==> config.mk <==
export PLATFORM = sky130hd
export DESIGN_NAME = chroma_plane_intra_predictor
export DESIGN_NICKNAME = d
export VERILOG_FILES = /design/src/sv/cpip_pkg.sv /design/src/sv/cpip_coef.sv /design/src/sv/cpip_row_gen.sv /design/src/sv/chroma_plane_intra_predictor.sv
export SDC_FILE = /design/constraint.sdc
export NUM_CORES = 2
export LEC_CHECK = 0
export ABC_AREA = 1
export BUFFER_PORTS_ARGS = -buffer_cell sky130_fd_sc_hd__buf_2
export CORE_ASPECT_RATIO = 1.5
export CORE_UTILIZATION = 55
export CTS_CLUSTER_SIZE = 24
export DETAILED_ROUTE_END_ITERATION = 12
export PLACE_DENSITY = 0.74
export SLEW_MARGIN = 10
export SYNTH_ARGS = -nofsm -noshare
export SYNTH_HDL_FRONTEND = slang
export SYNTH_SLANG_ARGS = --single-unit
export TNS_END_PERCENT = 1
==> constraint.sdc <==
create_clock -name clk -period 27.5 [get_ports clk]
set_clock_uncertainty 0.2 [all_clocks]
set_input_delay 1.375 -clock clk [delete_from_list [all_inputs] [get_ports clk]]
set_output_delay 1.375 -clock clk [all_outputs]
set_load 0.01 [all_outputs]
==> src/sv/cpip_pkg.sv <==
// shared types, constants and arithmetic helpers for the chroma plane predictor
package cpip_pkg;

  // working width of plane sums; holds every intermediate pixel value in two's complement
  localparam int PW = 16;
  // width of one edge gradient (H or V), ten times a byte difference
  localparam int GW = 13;
  // bits of one half row: four columns of interleaved U,V bytes
  localparam int HALF_W = 64;
  localparam int EDGE_W = 2 * HALF_W;
  localparam int NUM_CH = 2;
  localparam logic [2:0] LAST_ROW = 3'd7;

  typedef logic [PW-1:0] pw_t;

  // per-channel plane coefficients, base already folds in -3b, -3c and rounding
  typedef struct packed {
    pw_t base;
    pw_t slope_x;
    pw_t slope_y;
  } plane_coef_t;

  typedef plane_coef_t [NUM_CH-1:0] plane_coef_arr_t;

  // one byte of an edge, sample idx 0..7 of channel ch
  function automatic logic [7:0] edge_sample(input logic [EDGE_W-1:0] e, input logic [2:0] idx,
                                             input logic ch);
    return e[{idx, ch, 3'b000} +: 8];
  endfunction

  // sum (k+1)*(e[4+k]-e[2-k]) with the corner at index -1
  function automatic logic [GW-1:0] edge_grad(input logic [EDGE_W-1:0] e, input logic [7:0] corner,
                                              input logic ch);
    logic [GW-1:0] d1;
    logic [GW-1:0] d2;
    logic [GW-1:0] d3;
    logic [GW-1:0] d4;
    d1 = {5'b0, edge_sample(e, 3'd4, ch)} - {5'b0, edge_sample(e, 3'd2, ch)};
    d2 = {5'b0, edge_sample(e, 3'd5, ch)} - {5'b0, edge_sample(e, 3'd1, ch)};
    d3 = {5'b0, edge_sample(e, 3'd6, ch)} - {5'b0, edge_sample(e, 3'd0, ch)};
    d4 = {5'b0, edge_sample(e, 3'd7, ch)} - {5'b0, corner};
    return d1 + (d2 << 1) + (d3 << 1) + d3 + (d4 << 2);
  endfunction

  // (34*g + 32) >>> 6, sign extended to the working width
  function automatic pw_t plane_slope(input logic [GW-1:0] g);
    logic [18:0] g_ext;
    logic [18:0] t;
    g_ext = {{6{g[GW-1]}}, g};
    t = (g_ext << 5) + (g_ext << 1) + 19'd32;
    return {{3{t[18]}}, t[18:6]};
  endfunction

  // (s >>> 5) clipped to 0..255
  function automatic logic [7:0] clip_pixel(input pw_t s);
    logic [7:0] p;
    if (s[PW-1]) begin
      p = 8'd0;
    end else if (|s[PW-2:13]) begin
      p = 8'd255;
    end else begin
      p = s[12:5];
    end
    return p;
  endfunction

endpackage

==> src/sv/cpip_coef.sv <==
// plane coefficient calculation from the registered neighbour samples
module cpip_coef (
  input  logic [63:0]               top_first_half,
  input  logic [63:0]               top_second_half,
  input  logic [63:0]               left_upper_half,
  input  logic [63:0]               left_lower_half,
  input  logic [15:0]               corner_pair,
  output cpip_pkg::plane_coef_arr_t coef
);
  import cpip_pkg::*;

  logic [EDGE_W-1:0] top_edge;
  logic [EDGE_W-1:0] left_edge;

  assign top_edge  = {top_second_half, top_first_half};
  assign left_edge = {left_lower_half, left_upper_half};

  for (genvar ch = 0; ch < NUM_CH; ch++) begin : g_ch
    logic [7:0] corner_s;
    logic [8:0] dc_sum;
    pw_t        a_val;
    pw_t        b_val;
    pw_t        c_val;

    assign corner_s = corner_pair[ch*8 +: 8];
    assign dc_sum   = {1'b0, edge_sample(left_edge, 3'd7, 1'(ch))} +
                      {1'b0, edge_sample(top_edge, 3'd7, 1'(ch))};
    assign a_val    = {3'b0, dc_sum, 4'b0};
    assign b_val    = plane_slope(edge_grad(top_edge, corner_s, 1'(ch)));
    assign c_val    = plane_slope(edge_grad(left_edge, corner_s, 1'(ch)));

    // value of the top-left pixel before the final shift
    assign coef[ch].base    = a_val - (b_val << 1) - b_val - (c_val << 1) - c_val + pw_t'(16);
    assign coef[ch].slope_x = b_val;
    assign coef[ch].slope_y = c_val;
  end

endmodule

==> src/sv/cpip_row_gen.sv <==
// row generator: walks the eight rows of a block and holds the result register
module cpip_row_gen (
  input  logic                      clk,
  input  logic                      rst_n,
  input  logic                      coef_valid,
  output logic                      coef_ready,
  input  cpip_pkg::plane_coef_arr_t coef,
  output logic                      out_valid,
  input  logic                      out_ready,
  output logic [2:0]                out_row_number,
  output logic [63:0]               out_row_left_half,
  output logic [63:0]               out_row_right_half,
  output logic                      out_final_row
);
  import cpip_pkg::*;

  logic                    act_r;
  logic                    act_nxt;
  logic [2:0]              row_r;
  logic [NUM_CH-1:0][PW-1:0] acc_r;
  logic [NUM_CH-1:0][PW-1:0] bx_r;
  logic [NUM_CH-1:0][PW-1:0] cy_r;
  logic                    out_valid_r;
  logic                    out_valid_nxt;
  logic [2:0]              out_row_r;
  logic [63:0]             out_left_r;
  logic [63:0]             out_right_r;
  logic                    out_final_r;
  logic                    emit;
  logic                    last;
  logic                    take;
  logic [EDGE_W-1:0]       row_bits;

  assign emit       = act_r && (!out_valid_r || out_ready);
  assign last       = (row_r == LAST_ROW);
  assign coef_ready = !act_r || (emit && last);
  assign take       = coef_valid && coef_ready;

  // eight columns of both channels for the current row
  always_comb begin
    row_bits = '0;
    for (int x = 0; x < 8; x++) begin
      for (int ch = 0; ch < NUM_CH; ch++) begin
        row_bits[(x*2+ch)*8 +: 8] = clip_pixel(acc_r[ch] + pw_t'(x) * bx_r[ch]);
      end
    end
  end

  always_comb begin
    act_nxt = act_r;
    if (take) begin
      act_nxt = 1'b1;
    end else if (emit && last) begin
      act_nxt = 1'b0;
    end
  end

  always_comb begin
    out_valid_nxt = out_valid_r;
    if (emit) begin
      out_valid_nxt = 1'b1;
    end else if (out_ready) begin
      out_valid_nxt = 1'b0;
    end
  end

  always_ff @(posedge clk) begin
    if (!rst_n) begin
      act_r       <= 1'b0;
      out_valid_r <= 1'b0;
      row_r       <= '0;
    end else begin
      act_r       <= act_nxt;
      out_valid_r <= out_valid_nxt;
      if (take) begin
        row_r <= '0;
      end else if (emit) begin
        row_r <= row_r + 3'd1;
      end
    end
  end

  always_ff @(posedge clk) begin
    for (int ch = 0; ch < NUM_CH; ch++) begin
      if (take) begin
        acc_r[ch] <= coef[ch].base;
        bx_r[ch]  <= coef[ch].slope_x;
        cy_r[ch]  <= coef[ch].slope_y;
      end else if (emit) begin
        acc_r[ch] <= acc_r[ch] + cy_r[ch];
      end
    end
    if (emit) begin
      out_row_r   <= row_r;
      out_left_r  <= row_bits[HALF_W-1:0];
      out_right_r <= row_bits[EDGE_W-1:HALF_W];
      out_final_r <= last;
    end
  end

  assign out_valid          = out_valid_r;
  assign out_row_number     = out_row_r;
  assign out_row_left_half  = out_left_r;
  assign out_row_right_half = out_right_r;
  assign out_final_row      = out_final_r;

`ifndef SYNTHESIS
  a_row_step: assert property (@(posedge clk) disable iff (!rst_n)
    (emit && !last) |=> (act_r && row_r == $past(row_r) + 3'd1))
    else $error("row counter did not advance within a block");

  a_acc_step: assert property (@(posedge clk) disable iff (!rst_n)
    (emit && !last) |=> (acc_r[0] == $past(acc_r[0]) + $past(cy_r[0])))
    else $error("row accumulator did not advance by the vertical slope");

  a_out_order: assert property (@(posedge clk) disable iff (!rst_n)
    (out_valid && out_ready && !out_final_row) |=>
      (!out_valid || out_row_number == $past(out_row_number) + 3'd1))
    else $error("rows of a block left out of order");

  a_take_idle: assert property (@(posedge clk) disable iff (!rst_n)
    (take && act_r) |-> (emit && last))
    else $error("new block loaded over an unfinished one");
`endif

endmodule

==> src/sv/chroma_plane_intra_predictor.sv <==
// top level of the 8x8 chroma plane-mode intra predictor
//
// usage:
// - input channel (in_*): one request per 8x8 chroma block, carrying the
//   eight interleaved U/V neighbours above, the eight to the left (top
//   to bottom) and the top-left corner pair
// - result channel (out_*): eight requests per block, one predicted row
//   each, row 0 first; out_final_row marks row 7
// - a block is captured in an input register, its plane coefficients are
//   formed from that register and loaded into the row generator, which
//   emits one row per cycle into the output register unless stalled
// - order: a block goes through the input register, the row generator's
//   coefficient registers and then the output register; later rows follow
//   one per cycle unless stalled; the next block waits in the input
//   register while the current one drains, so rows of consecutive blocks
//   go out without gaps
// - stall: while out_ready is low and a row is waiting, the output register
//   holds its row and the row generator pauses; in_ready drops once the
//   input register is full and the row generator cannot take it
// - reset: synchronous, active low; clears all valid flags, no block is
//   in flight afterwards
module chroma_plane_intra_predictor (
  input  logic        clk,
  input  logic        rst_n,
  input  logic        in_valid,
  output logic        in_ready,
  input  logic [63:0] in_top_first_half,
  input  logic [63:0] in_top_second_half,
  input  logic [63:0] in_left_upper_half,
  input  logic [63:0] in_left_lower_half,
  input  logic [15:0] in_corner_pair,
  output logic        out_valid,
  input  logic        out_ready,
  output logic [2:0]  out_row_number,
  output logic [63:0] out_row_left_half,
  output logic [63:0] out_row_right_half,
  output logic        out_final_row
);
  import cpip_pkg::*;

  // input register
  logic            hold_valid_r;
  logic            hold_valid_nxt;
  logic [63:0]     top_lo_r;
  logic [63:0]     top_hi_r;
  logic [63:0]     left_lo_r;
  logic [63:0]     left_hi_r;
  logic [15:0]     corner_r;
  logic            in_take;
  logic            coef_ready;
  plane_coef_arr_t coef;

  // free the input register as soon as the row generator loads it
  assign in_ready = !hold_valid_r || coef_ready;
  assign in_take  = in_valid && in_ready;

  always_comb begin
    hold_valid_nxt = hold_valid_r;
    if (in_take) begin
      hold_valid_nxt = 1'b1;
    end else if (coef_ready) begin
      hold_valid_nxt = 1'b0;
    end
  end

  always_ff @(posedge clk) begin
    if (!rst_n) begin
      hold_valid_r <= 1'b0;
    end else begin
      hold_valid_r <= hold_valid_nxt;
    end
  end

  always_ff @(posedge clk) begin
    if (in_take) begin
      top_lo_r  <= in_top_first_half;
      top_hi_r  <= in_top_second_half;
      left_lo_r <= in_left_upper_half;
      left_hi_r <= in_left_lower_half;
      corner_r  <= in_corner_pair;
    end
  end

  // gradients, slopes and top-left base for both channels
  cpip_coef u_coef (
    .top_first_half  (top_lo_r),
    .top_second_half (top_hi_r),
    .left_upper_half (left_lo_r),
    .left_lower_half (left_hi_r),
    .corner_pair     (corner_r),
    .coef            (coef)
  );

  // one row per cycle unless out_ready stalls it, held in the output register
  cpip_row_gen u_row_gen (
    .clk                (clk),
    .rst_n              (rst_n),
    .coef_valid         (hold_valid_r),
    .coef_ready         (coef_ready),
    .coef               (coef),
    .out_valid          (out_valid),
    .out_ready          (out_ready),
    .out_row_number     (out_row_number),
    .out_row_left_half  (out_row_left_half),
    .out_row_right_half (out_row_right_half),
    .out_final_row      (out_final_row)
  );

`ifndef SYNTHESIS
  a_in_blocked: assert property (@(posedge clk) disable iff (!rst_n)
    (hold_valid_r && !coef_ready) |-> !in_ready)
    else $error("input request taken over a pending block");

  a_hold_kept: assert property (@(posedge clk) disable iff (!rst_n)
    (hold_valid_r && !coef_ready) |=> (hold_valid_r && $stable(corner_r) && $stable(top_lo_r)))
    else $error("pending block lost before the row generator took it");

  // row 0 goes out right after the load unless the previous row is still held
  a_first_row: assert property (@(posedge clk) disable iff (!rst_n)
    (hold_valid_r && coef_ready) |=> ##1
      (out_valid && (out_row_number == 3'd0 || !$past(out_ready))))
    else $error("first row of a loaded block not presented");
`endif

endmodule

# ---- After elaboration in Yosys (flattened, before gate mapping)
# Cells that the tools add are included.
dict set report word_totals {
  register_bits 462
  latch_bits 0
  ramBits 0
  mem_bits_ro 0
  in_bits 276
  out_inout_bits 134
  wordCells 169
  n_memories 0
}
dict set report classes {
  add_sub_neg 69
  mul 8
  div_mod_pow 0
  order_cmp 0
  n_eq_ne 1
  n_shift 0
  muxes 26
  bitwise 1
  reduce_logical 31
}
# cell count
set ops {}
lappend ops {{$add 16x16->16} 16}
lappend ops {{$add 13x13->13} 16}
lappend ops {{$sub 8x8->9} 16}
lappend ops {{$mux 8} 16}
lappend ops {{$add 18x14->19} 4}
lappend ops {{$add 19x6->19 const B} 4}
lappend ops {{$mul 3x16->16 const A} 4}
lappend ops {{$mux 16} 4}
lappend ops {{$sub 16x16->16} 4}
lappend ops {{$reduce_or 2->1} 17}
lappend ops {{$add 16x5->16 const B} 2}
lappend ops {{$mul 2x16->15 const A} 2}
lappend ops {{$mul 2x16->16 const A} 2}
lappend ops {{$sub 15x13->16} 2}
lappend ops {{$sub 14x14->15} 2}
lappend ops {{$add 8x8->9} 2}
lappend ops {{$reduce_bool 2->1} 4}
lappend ops {{$mux 1} 6}
lappend ops {{$logic_and 1x1->1} 4}
lappend ops {{$add 3x1->3 const B} 1}
lappend ops {{$eq 3x3->1 const B} 1}
lappend ops {{$logic_not 1->1} 3}
lappend ops {{$logic_or 1x1->1} 3}
lappend ops {{$not 1->1} 1}

# ---- Logic depth before layout (Yosys ltp)
dict set report logic_depth {
  depth_word 13
  mapped_depth 50
  ltp_nobuf 50
}

# ---- By module
# From an unflattened synthesis, not the netlist that was laid out.
dict set report hier_totals {
  cells_unflattened 6298
  area_unflattened_um2 51179.1
}
# module n_inst cells_per_inst area_per_inst_um2 seq_area_each_um2
set by_module_without_submodules {}
lappend by_module_without_submodules {cpip_row_gen 1 3568 25682.1 6946.7}
lappend by_module_without_submodules {cpip_coef 1 2451 17277.8 0.0}
lappend by_module_without_submodules {chroma_plane_intra_predictor 1 279 8219.1 8187.9}

# ---- Worst setup path after synthesis
# No wires, ideal clock.
dict set report synth_timing {
  kind {reg2reg}
  from {register left_hi_r[32]}
  to {register u_row_gen.acc_r[11] in the netlist's numbering, data pin}
  setup_ps 258
  arrival_ps 8278
  required_ps 27042
  setup_slack_ps 18764
  stages_incl_launch_ff 42
  path_buffers 0
  period_less_slack_ps 8736
  cell_sequence {edfxtp_1 inv_1 ha_1 inv_1 fa_1 nand3_1 nand2_1 nand2_1 nand2_1 a21oi_1 xor2_1 fa_1 fa_1 fa_1 inv_1 ha_1 a21oi_1 nand2_1 [... 6 more ...] o21ai_0 a21oi_1 o21bai_1 xor2_1 inv_1 fa_1 inv_1 fa_1 inv_1 fa_1 inv_1 ha_1 a21o_1 nor2_1 nand3_1 xor2_1 nand2_1 nand2_1}
}
# item line_no
set synth_lines {}
lappend synth_lines {{from (decl)} chroma_plane_intra_predictor.sv:47} ;# logic [63:0] left_hi_r;
lappend synth_lines {{from (signal assigned)} chroma_plane_intra_predictor.sv:79} ;# left_hi_r <= in_left_lower_half;
lappend synth_lines {{to (signal, indexed assignment)} cpip_row_gen.sv:86} ;# acc_r[ch] <= coef[ch].base;
lappend synth_lines {{to (signal, indexed assignment)} cpip_row_gen.sv:90} ;# acc_r[ch] <= acc_r[ch] + cy_r[ch];
lappend synth_lines {{to (decl)} cpip_row_gen.sv:20} ;# logic [NUM_CH-1:0][PW-1:0] acc_r;

==> results.cfg <==
[cts]
clk_latency_ns = 0.64
cts_root_buffer = clkbuf_16
cts_tree = done
cts_sinks = 462
cts_resized = 0
cts_buffers = 49
clk_pin_slew_ns = 0.06
cts_setup_buffers = 0
cts_buffer_depth = 3
htreeDepth = 2
postCtsHoldBufs = 0

[logic_synthesis]
synth_top_area_share_pct = 28.21
yosysMostFrequentCell = nand2_1
ys_ff_latch = 462
async_flop_share_pct = 0
synth_common_cells = 1358 x nand2_1, 1236 x inv_1, 604 x ha_1, 456 x edfxtp_1, 424 x a21oi_1
synth_area_um2 = 48540
synth_area_leader_cell = edfxtp_1
yosysUniqueCellTypes = 55
synth_flop_cell = edfxtp_1
synth-edff-count = 456
ys_seq_area_share_pct = 28.46
synth_area_leaders = edfxtp_1 28%, ha_1 16%, fa_1 12%
ys_warn_count = 0
synth_fp_nets = 7110
syn_avg_cell_area_um2 = 8.183
postSynthCellCount = 5932

[setup_path]
cp_max_fo = 6
slowest_delay_ns = 0.54
r2r_cells = 42
required_ns = 27.67
critical_path_class = reg -> reg
r2r_start = left_hi_r[32]
crit_slowest_cell = fa_1
worstSetupStartpointType = flip-flop
worstSetupEndpoint = u_row_gen.acc_r[15]
worstSetupEndpointType = flip-flop
startpoint = left_hi_r[32]
rr_endpoint = u_row_gen.acc_r[15]
rrSetupSlack_ns = 17.66
arrival_ns = 10.01

[sta]
hold_viol_final = 0
max_freq_mhz = 101.6
rsz0062_at_grt = false
hold_slack_ns = 0.2720
timing.final.crit_share_pct = 35.79
slew_headroom_pct = 24.28
drv_slew = 0
final.min_clock_period_ns = 9.842
finalSetupViolCount = 0
worst_pin_slew_ns = 1.136
tns_ns = 0

[grt]
grt_pass1_wl_um = 195200
antenna_found_initial = 1
first_global_vias = 39280
grt.overflow.total = 0
grt_max_degree = 121
grt_usage_pct = 27.68

[floorplanning]
num_rows = 133
core-area_um2 = 87530
die_h_um = 365.8
dieArea_um2 = 89470
io_pins = 410
die_x_um = 244.6
start_util_pct = 55.45

[routing]
vias = 39720
route.detailed.drc = 0
drt-initial-drc-count = 1808
viasPerCell = 5.267
totalWireLength_um = 124200
drtAntennaViolNets = 0
dr.pass1.iters = 6
wire_per_inst_um = 16.47

[placed_design]
post-place-cells = 7450
place_congestion = 0.9772
dp_hpwl_um = 102000
port_buffers = 377

[job]
cap_violations = 0

[finish]
fill_cells = 7984
fin_cells = 7541
syn_to_final_growth_pct = 10.31
drive_gt1_share_pct = 9.556
nets = 7532
diodes = 0

[hold_path]
min_path_type = reg -> reg

[outcome]
status = finished clean
[metal layers]
metal / track usage [%] / up-vias / share of wire [%]
met5: 0 / - / 0.010
met4: 14.36 / 2 / 5.7
li1: - / 20060 / -
met2: 52.24 / 931 / 53
met3: 2.754 / 301 / 3.9
met1: 30.12 / 18430 / 38
[cell usage in the layout, fill, tap and decap left out, drive strengths merged, types with 7 or more instances in the layout]
cell type / Yosys / layout
nand2: 1432 / 1432
inv: 1246 / 1254
ha: 604 / 604
edfxtp: 456 / 456
a21oi: 428 / 428
buf: 11 / 387
nand3: 383 / 383
nor2: 307 / 307
fa: 298 / 298
o21ai: 146 / 146
xor2: 143 / 143
xnor2: 121 / 121
nand4: 90 / 90
clkbuf: 5 / 57
o21bai: 54 / 54
nor3: 52 / 52
nand3b: 48 / 48
a21o: 22 / 22
o211ai: 19 / 19
or2: 18 / 18
clkinv: 0 / 13
and2: 9 / 9
o21a: 8 / 8
a31oi: 8 / 8
clkinvlp: 0 / 7
[metrics by stage]
step / util (%) / setup WS, ns / instance area (µm²)
floorplan: - / 18.76 / 48540
global placement: 59.25 / 17.72 / 51860
detailed placement: 59.25 / 17.64 / 51860
CTS: 61.17 / 17.56 / 53540
global route: 61.17 / 17.04 / 53540
finish: 61.17 / 17.66 / 53540
[final cells by class]
type	instances	area, µm²	share of cell area [%]
sequential	462	13810	25.80
clock inverter	34	406.6	0.7595
timing repair buffer	387	1962	3.664
inverter	1246	4690	8.758
multi-input combinational	4208	29960	55.95
tap	1147	1435	2.680
clock buffer	57	1277	2.386
[sequential cells by signal (all words and copies together) (netlist names), 26 cells and up]
signal	cells
left_hi_r	64
top_hi_r	64
u_row_gen.out_row_left_half	64
u_row_gen.out_row_right_half	64
left_lo_r	48
top_lo_r	48
u_row_gen.acc_r	32
u_row_gen.bx_r	26
u_row_gen.cy_r	26
[kinds of logic (layout without fill, tap and decap cells)]
logic type      count (synthesis)  after routing  share of synthesized area, %
compound gates                698            698                         7.983
xor+xnor                      264            264                         4.918
fa+ha+maj                     902            902                         27.86
buf+inv                      1262           1724                         9.834
flops                         462            462                         28.46
simple gates                 2344           2344                         20.95
[worst min path at each step]
stage / startpoint / to / slack [ns] / depth (start not counted)
after floorplan: u_row_gen.row_r[1] / u_row_gen.out_row_number[1] / 0.23 / 0
after global routing: u_row_gen.row_r[2] / u_row_gen.out_row_number[2] / 0.30 / 0
after global placement: u_row_gen.row_r[2] / u_row_gen.out_row_number[2] / 0.26 / 0
after detailed placement: u_row_gen.row_r[2] / u_row_gen.out_row_number[2] / 0.26 / 0
after CTS: u_row_gen.act_r / u_row_gen.out_valid / 0.28 / 2
final: u_row_gen.row_r[1] / u_row_gen.out_row_number[1] / 0.27 / 0
[critical path: cells and delay by family, from the launching register on]
kind,cells,cell delay (ns)
AO/OA/AOI/OAI,9,1.58
XOR/XNOR,3,0.99
adder cells (fa/ha/maj),12,5.01
buffers and inverters,7,0.43
flip-flops,1,0.36
AND/OR/NAND/NOR,11,1.01
Power is left out: the tool's default activity adds up to more than one toggle a clock period on the data nets, which glitch-free logic cannot reach.
